===== src/rsbs_pkg.sv =====
// shared types, constants and field layout for the record sequence search block
package rsbs_pkg;

    localparam int TABLE_DEPTH_DEF = 1024;

    localparam int IDX_W   = 10;
    localparam int WORD_W  = 16;
    localparam int ADDR_W  = 32;
    localparam int CNT_W   = 11;
    localparam int BYTES_W = 16;
    localparam int PROD_W  = IDX_W + BYTES_W;

    // input tdata layout, lowest bit first
    localparam int IN_IDX_LSB    = 0;
    localparam int IN_WORD_LSB   = IN_IDX_LSB + IDX_W;
    localparam int IN_BASE_LSB   = IN_WORD_LSB + WORD_W;
    localparam int IN_CNT_LSB    = IN_BASE_LSB + ADDR_W;
    localparam int IN_TGT_LSB    = IN_CNT_LSB + CNT_W;
    localparam int IN_USED_W     = IN_TGT_LSB + WORD_W;
    localparam int IN_TDATA_W    = ((IN_USED_W + 7) / 8) * 8;

    // output tdata layout, lowest bit first
    localparam int OUT_IDX_LSB   = 0;
    localparam int OUT_ADDR_LSB  = OUT_IDX_LSB + IDX_W;
    localparam int OUT_USED_W    = OUT_ADDR_LSB + ADDR_W;
    localparam int OUT_TDATA_W   = ((OUT_USED_W + 7) / 8) * 8;

    localparam int PADDR_W    = 3;
    localparam int APB_DATA_W = 32;

    localparam logic [WORD_W-1:0]  SEQ_MASK_RST  = 16'hFFFF;
    localparam logic [BYTES_W-1:0] REC_BYTES_RST = 16'd32;

    // register index, taken from paddr[2]
    localparam logic REG_SEQ_MASK  = 1'b0;
    localparam logic REG_REC_BYTES = 1'b1;

    localparam logic MODE_LOAD   = 1'b0;
    localparam logic MODE_SEARCH = 1'b1;

    typedef enum logic [2:0] {
        S_IDLE,
        S_PROBE,
        S_CMP,
        S_MUL,
        S_ADD,
        S_DONE
    } t_state;

    typedef struct packed {
        logic load_wr;
        logic start;
        logic probe_rd;
        logic miss;
        logic hit;
        logic narrow;
        logic mul;
        logic add;
        logic out_load;
    } t_dp_cmd;

    typedef struct packed {
        logic range_ok;
        logic eq;
        logic out_busy;
    } t_dp_stat;

endpackage


===== src/rsbs_ctrl.sv =====
// search sequencer: accepts items and steps the datapath through probes
module rsbs_ctrl (
    input  logic               i_clk,
    input  logic               i_rst_n,
    input  logic               i_in_valid,
    input  logic               i_in_mode,
    output logic               o_in_ready,
    input  rsbs_pkg::t_dp_stat i_stat,
    output rsbs_pkg::t_dp_cmd  o_cmd
);
    import rsbs_pkg::*;

    t_state r_state;
    t_state n_state;

    always_ff @(posedge i_clk) begin
        if (!i_rst_n) begin
            r_state <= S_IDLE;
        end else begin
            r_state <= n_state;
        end
    end

    always_comb begin
        n_state    = r_state;
        o_cmd      = '0;
        o_in_ready = 1'b0;
        case (r_state)
            S_IDLE: begin
                o_in_ready = 1'b1;
                if (i_in_valid) begin
                    if (i_in_mode == MODE_SEARCH) begin
                        o_cmd.start = 1'b1;
                        n_state     = S_PROBE;
                    end else begin
                        o_cmd.load_wr = 1'b1;
                    end
                end
            end
            S_PROBE: begin
                if (i_stat.range_ok) begin
                    o_cmd.probe_rd = 1'b1;
                    n_state        = S_CMP;
                end else begin
                    o_cmd.miss = 1'b1;
                    n_state    = S_DONE;
                end
            end
            S_CMP: begin
                if (i_stat.eq) begin
                    o_cmd.hit = 1'b1;
                    n_state   = S_MUL;
                end else begin
                    o_cmd.narrow = 1'b1;
                    n_state      = S_PROBE;
                end
            end
            S_MUL: begin
                o_cmd.mul = 1'b1;
                n_state   = S_ADD;
            end
            S_ADD: begin
                o_cmd.add = 1'b1;
                n_state   = S_DONE;
            end
            S_DONE: begin
                if (!i_stat.out_busy) begin
                    o_cmd.out_load = 1'b1;
                    n_state        = S_IDLE;
                end
            end
            default: n_state = S_IDLE;
        endcase
    end

endmodule


===== config.mk =====
export PLATFORM = sky130hd
export DESIGN_NAME = rsbs_ctrl
export DESIGN_NICKNAME = d
export VERILOG_FILES = /design/src/rsbs_pkg.sv /design/src/rsbs_ctrl.sv
export SDC_FILE = /design/constraint.sdc
export NUM_CORES = 1
export LEC_CHECK = 0
export BUFFER_PORTS_ARGS = -buffer_cell sky130_fd_sc_hd__buf_2
export CELL_PAD_IN_SITES_DETAIL_PLACEMENT = 0
export CELL_PAD_IN_SITES_GLOBAL_PLACEMENT = 2
export CORE_UTILIZATION = 16
export CTS_CLUSTER_DIAMETER = 80
export CTS_CLUSTER_SIZE = 8
export DETAILED_ROUTE_END_ITERATION = 10
export PLACE_DENSITY_LB_ADDON = 0.1
export SLEW_MARGIN = 15
export SYNTH_ARGS = -nofsm -noshare
export SYNTH_HDL_FRONTEND = slang
export SYNTH_SLANG_ARGS = --single-unit

===== constraint.sdc =====
create_clock -name i_clk -period 1.3 [get_ports i_clk]
set_clock_uncertainty 0.05 [all_clocks]
set_input_delay 0.13 -clock i_clk [delete_from_list [all_inputs] [get_ports i_clk]]
set_output_delay 0.13 -clock i_clk [all_outputs]
set_load 0.02 [all_outputs]

==> impl_metrics.ini <==
[final_layout]
final_cell_mix = 9 x buf_2, 9 x buf_4, 6 x nor2_1
fin_nets = 61
largest_reg_flops = 3
final_core_util = 0.333
area_growth_pct = 95.5
reg_top3 = r_state x3
regMostFlops = r_state
antenna_cells = 0
design_area_um2 = 433
drive_gt1_frac = 0.623

[worst_setup_path]
critPathLaunchType = flip-flop
endpoint_kind = output port
crit_required_ns = 1.12
path_cells = inv_4, nor4b_4, buf_4
critPathArrivalTime_ns = 1.14
path_max_fanout = 6
cp_slowest_cell = dfxtp_4
path_class = flip-flop to output port
cp_slowest_stage_delay_ns = 0.38

[clock_tree]
cts_max_path_buffers = 2
htree_num_levels = 1
numCtsBuffers = 3
cts_tree = built
cts.sinks = 3
root_buffer = clkbuf_4
holdBufCountCts = 0
clock_latency_ns = 0.23
cts.clk_slew.worst_paths_ns = 0.04

[place]
dp_hpwl_um = 528
place_area_um2 = 322
place_ws_ns = 0.0810
portBuffers = 16
gp_congestion = 0.757

[power_and_ir_drop]
ir_drop_v = 0.000583
p_total_w = 0.000904
power_leakage_nw = 0.204
p_per_area_mw_per_mm2 = 2090

[die]
die_width_um = 39.2
start_util = 0.170
die_y_um = 39.2
die_area_mm2 = 0.00154
core_mm2 = 0.00130
io_pins = 17
rows = 13

[sta]
final-setup-viol-count = 3
worst_pin_slew_ns = 0.223
min_period_ns = 1.32
rsz0062_at_grt = yes
timing.slew.headroom = 0.850
hold_viol = 0
fin_hold_ws_ns = 0.0984
layout_setup_ws_ns = -0.0155
max_freq_mhz = 760
drv_slew = 0
finalCritPeriodShare = 1.01

[worst_hold_path]
hold_path_class = input port to flip-flop

[yosys]
yosysUniqueCellTypes = 19
syn_nets = 37
postSynthCellCount = 30
synth-edff-count = 0
syn_area_um2 = 221
synth_area_leader_cell = dfxtp_1
yosys_warnings = 0
synth.area.top_cells = dfxtp_1 27%, nor2_1 12%, nor4b_2 6.8%
synth_top_area_share = 0.271
ys_ff_latch = 3
synthArstFlopShare = 0
postSynthAreaPerCell_um2 = 7.38
yosysSeqAreaShare = 0.271
ys.flop_type = dfxtp_1

[route]
first_pass_iters = 2
drc = 0
drt_wl_total_um = 711
wl_per_cell_um = 10.5
dr.first_iter.drc_count = 1
vias = 292
viasPerCell = 4.29
ant_nets = 0

[global_routing]
grt_pass1_vias = 258
grt_usage = 0.107
grt_antenna_before_repair = 0
grt_max_degree = 10
grt-ovfl-total = 0
grt_first_pass_wirelength_um = 1020

[outcome]
outcome = complete, but fails checks
violations = negative setup slack

[run]
maxCapViolations = 0
[Yosys cell counts, types with 2 or more instances]
cell,n
nand2b_1,2
dfxtp_1,3
nand2_1,3
nor2_1,7
[what timing repair did]
item	4_1_cts	5_1_grt
resized for setup	12	7
cloned	0	0
setup buffers	3	1
pin swaps	3	3
setup endpoints to repair	10	8
[worst max-delay path, delay by kind of cell, from the launching register on]
| kind | cells | cell delay [ns] |
|---|---|---|
| buffers and inverters | 2 | 0.24 |
| flip-flops | 1 | 0.38 |
| AND/OR/NAND/NOR | 1 | 0.28 |
[per-layer routing]
layer	GRT usage	vias to the layer above	wire (µm)
met5	0	-	0
met4	0.0776	0	0
met3	0.0520	0	49
met2	0.146	12	312
met1	0.126	130	348
li1	-	150	-
[per-stage QoR]
stage,TNS [ns],instances
after detailed placement,0,60
after global routing,-0.282,68
after floorplan,0,30
final,-0.0328,68
after CTS,-0.0430,67
after global placement,0,60
[kinds of logic (layout without fill, tap and decap cells)]
logic type	Yosys count	count (layout)	share of synthesized area
and+or+nand+nor	20	20	0.514
AOI/OAI and AO/OA	5	5	0.147
DFF	3	3	0.271
buffers and inverters	2	25	0.0678
[power by group]
group,switching [W],internal [W],leakage [nW]
clock network,0.0000491,0.000115,0.0150
logic,0.000242,0.000255,0.162
registers,0.0000985,0.000145,0.0267
[worst paths after layout]
check | from | to | slack [ns] | cells after the start
min | i_rst_n | r_state[1] | 0.1 | 2
max | r_state[1] | o_cmd[4] | -0.02 | 3
max reg2reg | r_state[1] | r_state[1] | 0.20 | 4
min reg2reg | r_state[2] | r_state[2] | 0.54 | 2
[cell type report]
| class | instances | area [µm²] |
|---|---|---|
| Clock buffer | 4 | 26.3 |
| Fill cell | 151 | 868 |
| Inverter | 1 | 6.26 |
| Multi-Input combinational cell | 25 | 175 |
| Sequential cell | 3 | 71.3 |
| Tap cell | 15 | 18.8 |
| Timing Repair Buffer | 20 | 135 |
Note: power is estimated with default switching activity, not from simulation.
