File: src/rsbs_pkg.sv
// shared types, constants and field layout for the record sequence search block
package rsbs_pkg;

    localparam int TABLE_DEPTH_DEF = 1024;

    localparam int IDX_W   = 10;
    localparam int WORD_W  = 16;
    localparam int ADDR_W  = 32;
    localparam int CNT_W   = 11;
    localparam int BYTES_W = 16;
    localparam int PROD_W  = IDX_W + BYTES_W;

    // input tdata layout, lowest bit first
    localparam int IN_IDX_LSB    = 0;
    localparam int IN_WORD_LSB   = IN_IDX_LSB + IDX_W;
    localparam int IN_BASE_LSB   = IN_WORD_LSB + WORD_W;
    localparam int IN_CNT_LSB    = IN_BASE_LSB + ADDR_W;
    localparam int IN_TGT_LSB    = IN_CNT_LSB + CNT_W;
    localparam int IN_USED_W     = IN_TGT_LSB + WORD_W;
    localparam int IN_TDATA_W    = ((IN_USED_W + 7) / 8) * 8;

    // output tdata layout, lowest bit first
    localparam int OUT_IDX_LSB   = 0;
    localparam int OUT_ADDR_LSB  = OUT_IDX_LSB + IDX_W;
    localparam int OUT_USED_W    = OUT_ADDR_LSB + ADDR_W;
    localparam int OUT_TDATA_W   = ((OUT_USED_W + 7) / 8) * 8;

    localparam int PADDR_W    = 3;
    localparam int APB_DATA_W = 32;

    localparam logic [WORD_W-1:0]  SEQ_MASK_RST  = 16'hFFFF;
    localparam logic [BYTES_W-1:0] REC_BYTES_RST = 16'd32;

    // register index, taken from paddr[2]
    localparam logic REG_SEQ_MASK  = 1'b0;
    localparam logic REG_REC_BYTES = 1'b1;

    localparam logic MODE_LOAD   = 1'b0;
    localparam logic MODE_SEARCH = 1'b1;

    typedef enum logic [2:0] {
        S_IDLE,
        S_PROBE,
        S_CMP,
        S_MUL,
        S_ADD,
        S_DONE
    } t_state;

    typedef struct packed {
        logic load_wr;
        logic start;
        logic probe_rd;
        logic miss;
        logic hit;
        logic narrow;
        logic mul;
        logic add;
        logic out_load;
    } t_dp_cmd;

    typedef struct packed {
        logic range_ok;
        logic eq;
        logic out_busy;
    } t_dp_stat;

endpackage

File: src/rsbs_regs.sv
// apb configuration registers: sequence mask and record size
module rsbs_regs (
    input  logic                             i_clk,
    input  logic                             i_rst_n,
    input  logic                             psel,
    input  logic                             penable,
    input  logic                             pwrite,
    input  logic [rsbs_pkg::PADDR_W-1:0]     paddr,
    input  logic [rsbs_pkg::APB_DATA_W-1:0]  pwdata,
    output logic [rsbs_pkg::APB_DATA_W-1:0]  prdata,
    output logic                             pready,
    output logic [rsbs_pkg::WORD_W-1:0]      o_seq_mask,
    output logic [rsbs_pkg::BYTES_W-1:0]     o_record_bytes
);
    import rsbs_pkg::*;

    logic [WORD_W-1:0]  r_seq_mask;
    logic [BYTES_W-1:0] r_record_bytes;
    logic               wr_en;

    assign pready = 1'b1;
    assign wr_en  = psel & penable & pwrite & pready;

    always_ff @(posedge i_clk) begin
        if (!i_rst_n) begin
            r_seq_mask     <= SEQ_MASK_RST;
            r_record_bytes <= REC_BYTES_RST;
        end else if (wr_en) begin
            case (paddr[2])
                REG_SEQ_MASK:  r_seq_mask     <= pwdata[WORD_W-1:0];
                REG_REC_BYTES: r_record_bytes <= pwdata[BYTES_W-1:0];
                default: ;
            endcase
        end
    end

    always_comb begin
        case (paddr[2])
            REG_SEQ_MASK:  prdata = APB_DATA_W'(r_seq_mask);
            REG_REC_BYTES: prdata = APB_DATA_W'(r_record_bytes);
            default:       prdata = '0;
        endcase
    end

    assign o_seq_mask     = r_seq_mask;
    assign o_record_bytes = r_record_bytes;

endmodule

File: config.mk
export PLATFORM = sky130hd
export DESIGN_NAME = rsbs_regs
export DESIGN_NICKNAME = d
export VERILOG_FILES = /design/src/rsbs_pkg.sv /design/src/rsbs_regs.sv
export SDC_FILE = /design/constraint.sdc
export NUM_CORES = 1
export LEC_CHECK = 0
export ABC_AREA = 1
export BUFFER_PORTS_ARGS = -buffer_cell sky130_fd_sc_hd__buf_4
export CAP_MARGIN = 20
export CORE_AREA = 2 2 93 68
export DETAILED_ROUTE_END_ITERATION = 12
export DIE_AREA = 0 0 95 70
export GPL_ROUTABILITY_DRIVEN = 0
export PLACE_DENSITY = 0.59
export SKIP_LAST_GASP = 1
export SYNTH_ARGS = -nofsm -noshare
export SYNTH_HDL_FRONTEND = slang
export SYNTH_SLANG_ARGS = --single-unit
export TNS_END_PERCENT = 100
File: constraint.sdc
create_clock -name i_clk -period 1 [get_ports i_clk]
set_clock_uncertainty 0.15 [all_clocks]
set_input_delay 0.1 -clock i_clk [delete_from_list [all_inputs] [get_ports i_clk]]
set_output_delay 0.1 -clock i_clk [all_outputs]
set_load 0.02 [all_outputs]
==> impl_metrics.toml <==
[synthesis]
synth_mux_area_frac = 0
synth.avg_cell_area_sq_um = 6.88
synth.yosys.seq_area_share = 0.380
synth_top_family_by_area = "simple AND/OR/NAND/NOR gates"
post_synth_num_cell_types = 19
synth_seq_cells = 32
synth-simple-area-share = 0.447
syn_inst = 245
synth_xor_area_frac = 0
synth_fa_ha_area_frac = 0
syn_area_sq_um = 1690
ys_warn_count = 0
synth_compound_area_frac = 0.00297

[clock_tree]
path_clk_slew_ns = 0.07
cts_sinks = 32
cts_tree = "done"
cts_made_buffers = 5
max-clock-path-buffers = 2
htreeDepth = 2
clock_latency_ns = 0.28
cts_root_buffer = "clkbuf_8"

[hold_path]
hold_path_depth = 2
hp-start = "i_rst_n"
whs_endpoint = "o_seq_mask[14]"
hold_path.class = "primary input to register"

[layout]
antennaDiodeCount = 0
final_common_cell = "nand2_1"
final_nets = 401
layout.cells.most_common_list = "nand2_1, buf_6, buf_4"
fillCellCount = 580
final_cell_area_sq_um = 3040
layout.cells.non_filler = 440
syn_to_final_growth_pct = 80.3
drive_gt1_frac = 0.519

[die]
io_pins = 105
die_w_um = 95
dieArea_sq_um = 6650
start_util = 0.285
die_h_um = 70
core_area_sq_um = 5920
rows = 24

[placement]
port-buffer-count = 69
place_ws_ns = -0.0724
placed_cell_area_sq_um = 2290
hpwl_um = 3380
dp.cells = 391

[setup_path]
worst_path_largest_cell_delay_ns = 0.36
slowest_stage = "dfxtp_2"
cp-end-kind = "output pin"
worst_ep_required_time_ns = 0.75
reg2reg_to = "o_record_bytes[6]"
start_kind = "register"
crit_fanout = 3
worstPathArrival_ns = 0.90
rr_worst_depth = 4
cp_cell_sequence = "nand2_1 -> nand2_2 -> buf_6"
r2r_slack_ns = 0.04
critPathKind = "register to output pin"
r2r_start = "o_record_bytes[6]"

[routing]
drt_iter0_drc = 65
first_pass_iters = 4
drt-total-wl_um = 5050
drc_errors = 0
vias_per_cell = 4.14
antenna_left = 0
num_vias = 1820
post_drt_wl_per_cell_um = 11.5

[sta]
fmax_mhz = 867
finalCritPeriodShare = 1.15
setup_viol = 40
period_minus_slack_ns = 1.15
rsz0062_at_grt = "true"
fin_ws_ns = -0.153
finalMaxSlewViolations = 0
hold_viol_final = 0
hold_ws_ns = 0.0379

[power_and_ir_drop]
sequentialPowerShare = 0.416
pwr-share-comb = 0.271
p_int_mw = 2.30
power.density_nw_per_um2 = 1080
netSwitchingFraction = 0.300
vdd_drop_max_uv = 492
finalPower_mw = 3.29
p_leak_nw = 1.55
switchingPower_mw = 0.986
pwr-share-clk = 0.314

[grt]
grt_use_total = 0.151
busiest_layer = "met2"
met3_usage = 0.0410
antenna_found_initial = 0
grt_pass1_vias = 1648
met1_usage = 0.193
grt-ovfl-total = 0
grt_util_met2 = 0.249
grt_pass1_wl_um = 7850
grt_max_degree = 33

[outcome]
status = "finished, violations left"
violations = "negative setup slack"

[job]
maxCapViolCount = 0
-- cell usage after synthesis, drive strengths merged --
cell | count | area, sq um
conb | 2 | 7.51
o21ai | 1 | 5.00
buf | 25 | 199
nor2 | 33 | 200
clkbuf | 4 | 15.0
nand2 | 98 | 378
nand3 | 33 | 175
dfxtp | 32 | 641
inv | 17 | 66.3
-- metrics by stage --
stage | setup TNS [ns] | util
after floorplan | 0 | -
after global placement | -1.18 | 0.387
after detailed placement | -1.78 | 0.387
after CTS | -2.72 | 0.472
after global routing | -5.42 | 0.514
final | -3.60 | 0.514
-- worst max-delay path by stage --
stage / start / to / slack [ns] / cells past startpoint
global placement: pwrite / o_record_bytes[4] / -0.05 / 6
CTS: o_record_bytes[6] / prdata[6] / -0.14 / 3
finish: o_record_bytes[3] / prdata[3] / -0.15 / 3
floorplan: paddr[2] / prdata[10] / 0.008 / 5
detailed placement: pwrite / o_record_bytes[15] / -0.07 / 6
global route: o_record_bytes[3] / prdata[3] / -0.19 / 3
-- power groups by stage --
stage,combinational [mW],sequential [mW],clock (mW)
finish,0.891,1.37,1.03
global route,0.965,1.37,1.14
floorplan,0.395,1.44,0
CTS,0.824,1.37,1.07
global placement,0.686,1.39,0
detailed placement,0.692,1.39,0
-- critical path, delay by kind of cell, from the launching register on --
family        cells  cell delay [ns]
flops             1             0.36
simple gates      2             0.16
buf+inv           1             0.11
-- per-layer routing --
| layer | vias to the layer above | wire (um) |
|---|---|---|
| met5 | - | 0 |
| met4 | 0 | 46 |
| met3 | 5 | 295 |
| met2 | 53 | 2550 |
| met1 | 820 | 2150 |
| li1 | 942 | - |
-- cell type report --
type	instances	area (sq um)	area share
clock buffer	6	82.6	0.0271
tap	78	97.6	0.0321
timing repair buffer	123	1240	0.407
clock inverter	2	10.0	0.00329
multi-input combinational	182	860	0.283
sequential	32	688	0.226
inverter	17	66.3	0.0218
-- kinds of logic after synthesis --
kind of cell | Yosys count
other | 2
flip-flops | 32
AND/OR/NAND/NOR | 164
AO/OA/AOI/OAI | 1
buffers and inverters | 46
-- registers in the layout (all words and copies together), names as in the netlist --
register and count:
o_seq_mask 16, o_record_bytes 16
-- what timing repair did --
item                                    4_1_cts  5_1_grt
endpoints found under the setup margin       48       54
hold endpoints to repair                     28        0
pin swaps                                    18       12
buffers inserted                              8       18
gates resized for setup                      72       38
hold buffers                                 16        0
(Power assumes the default switching activity.)
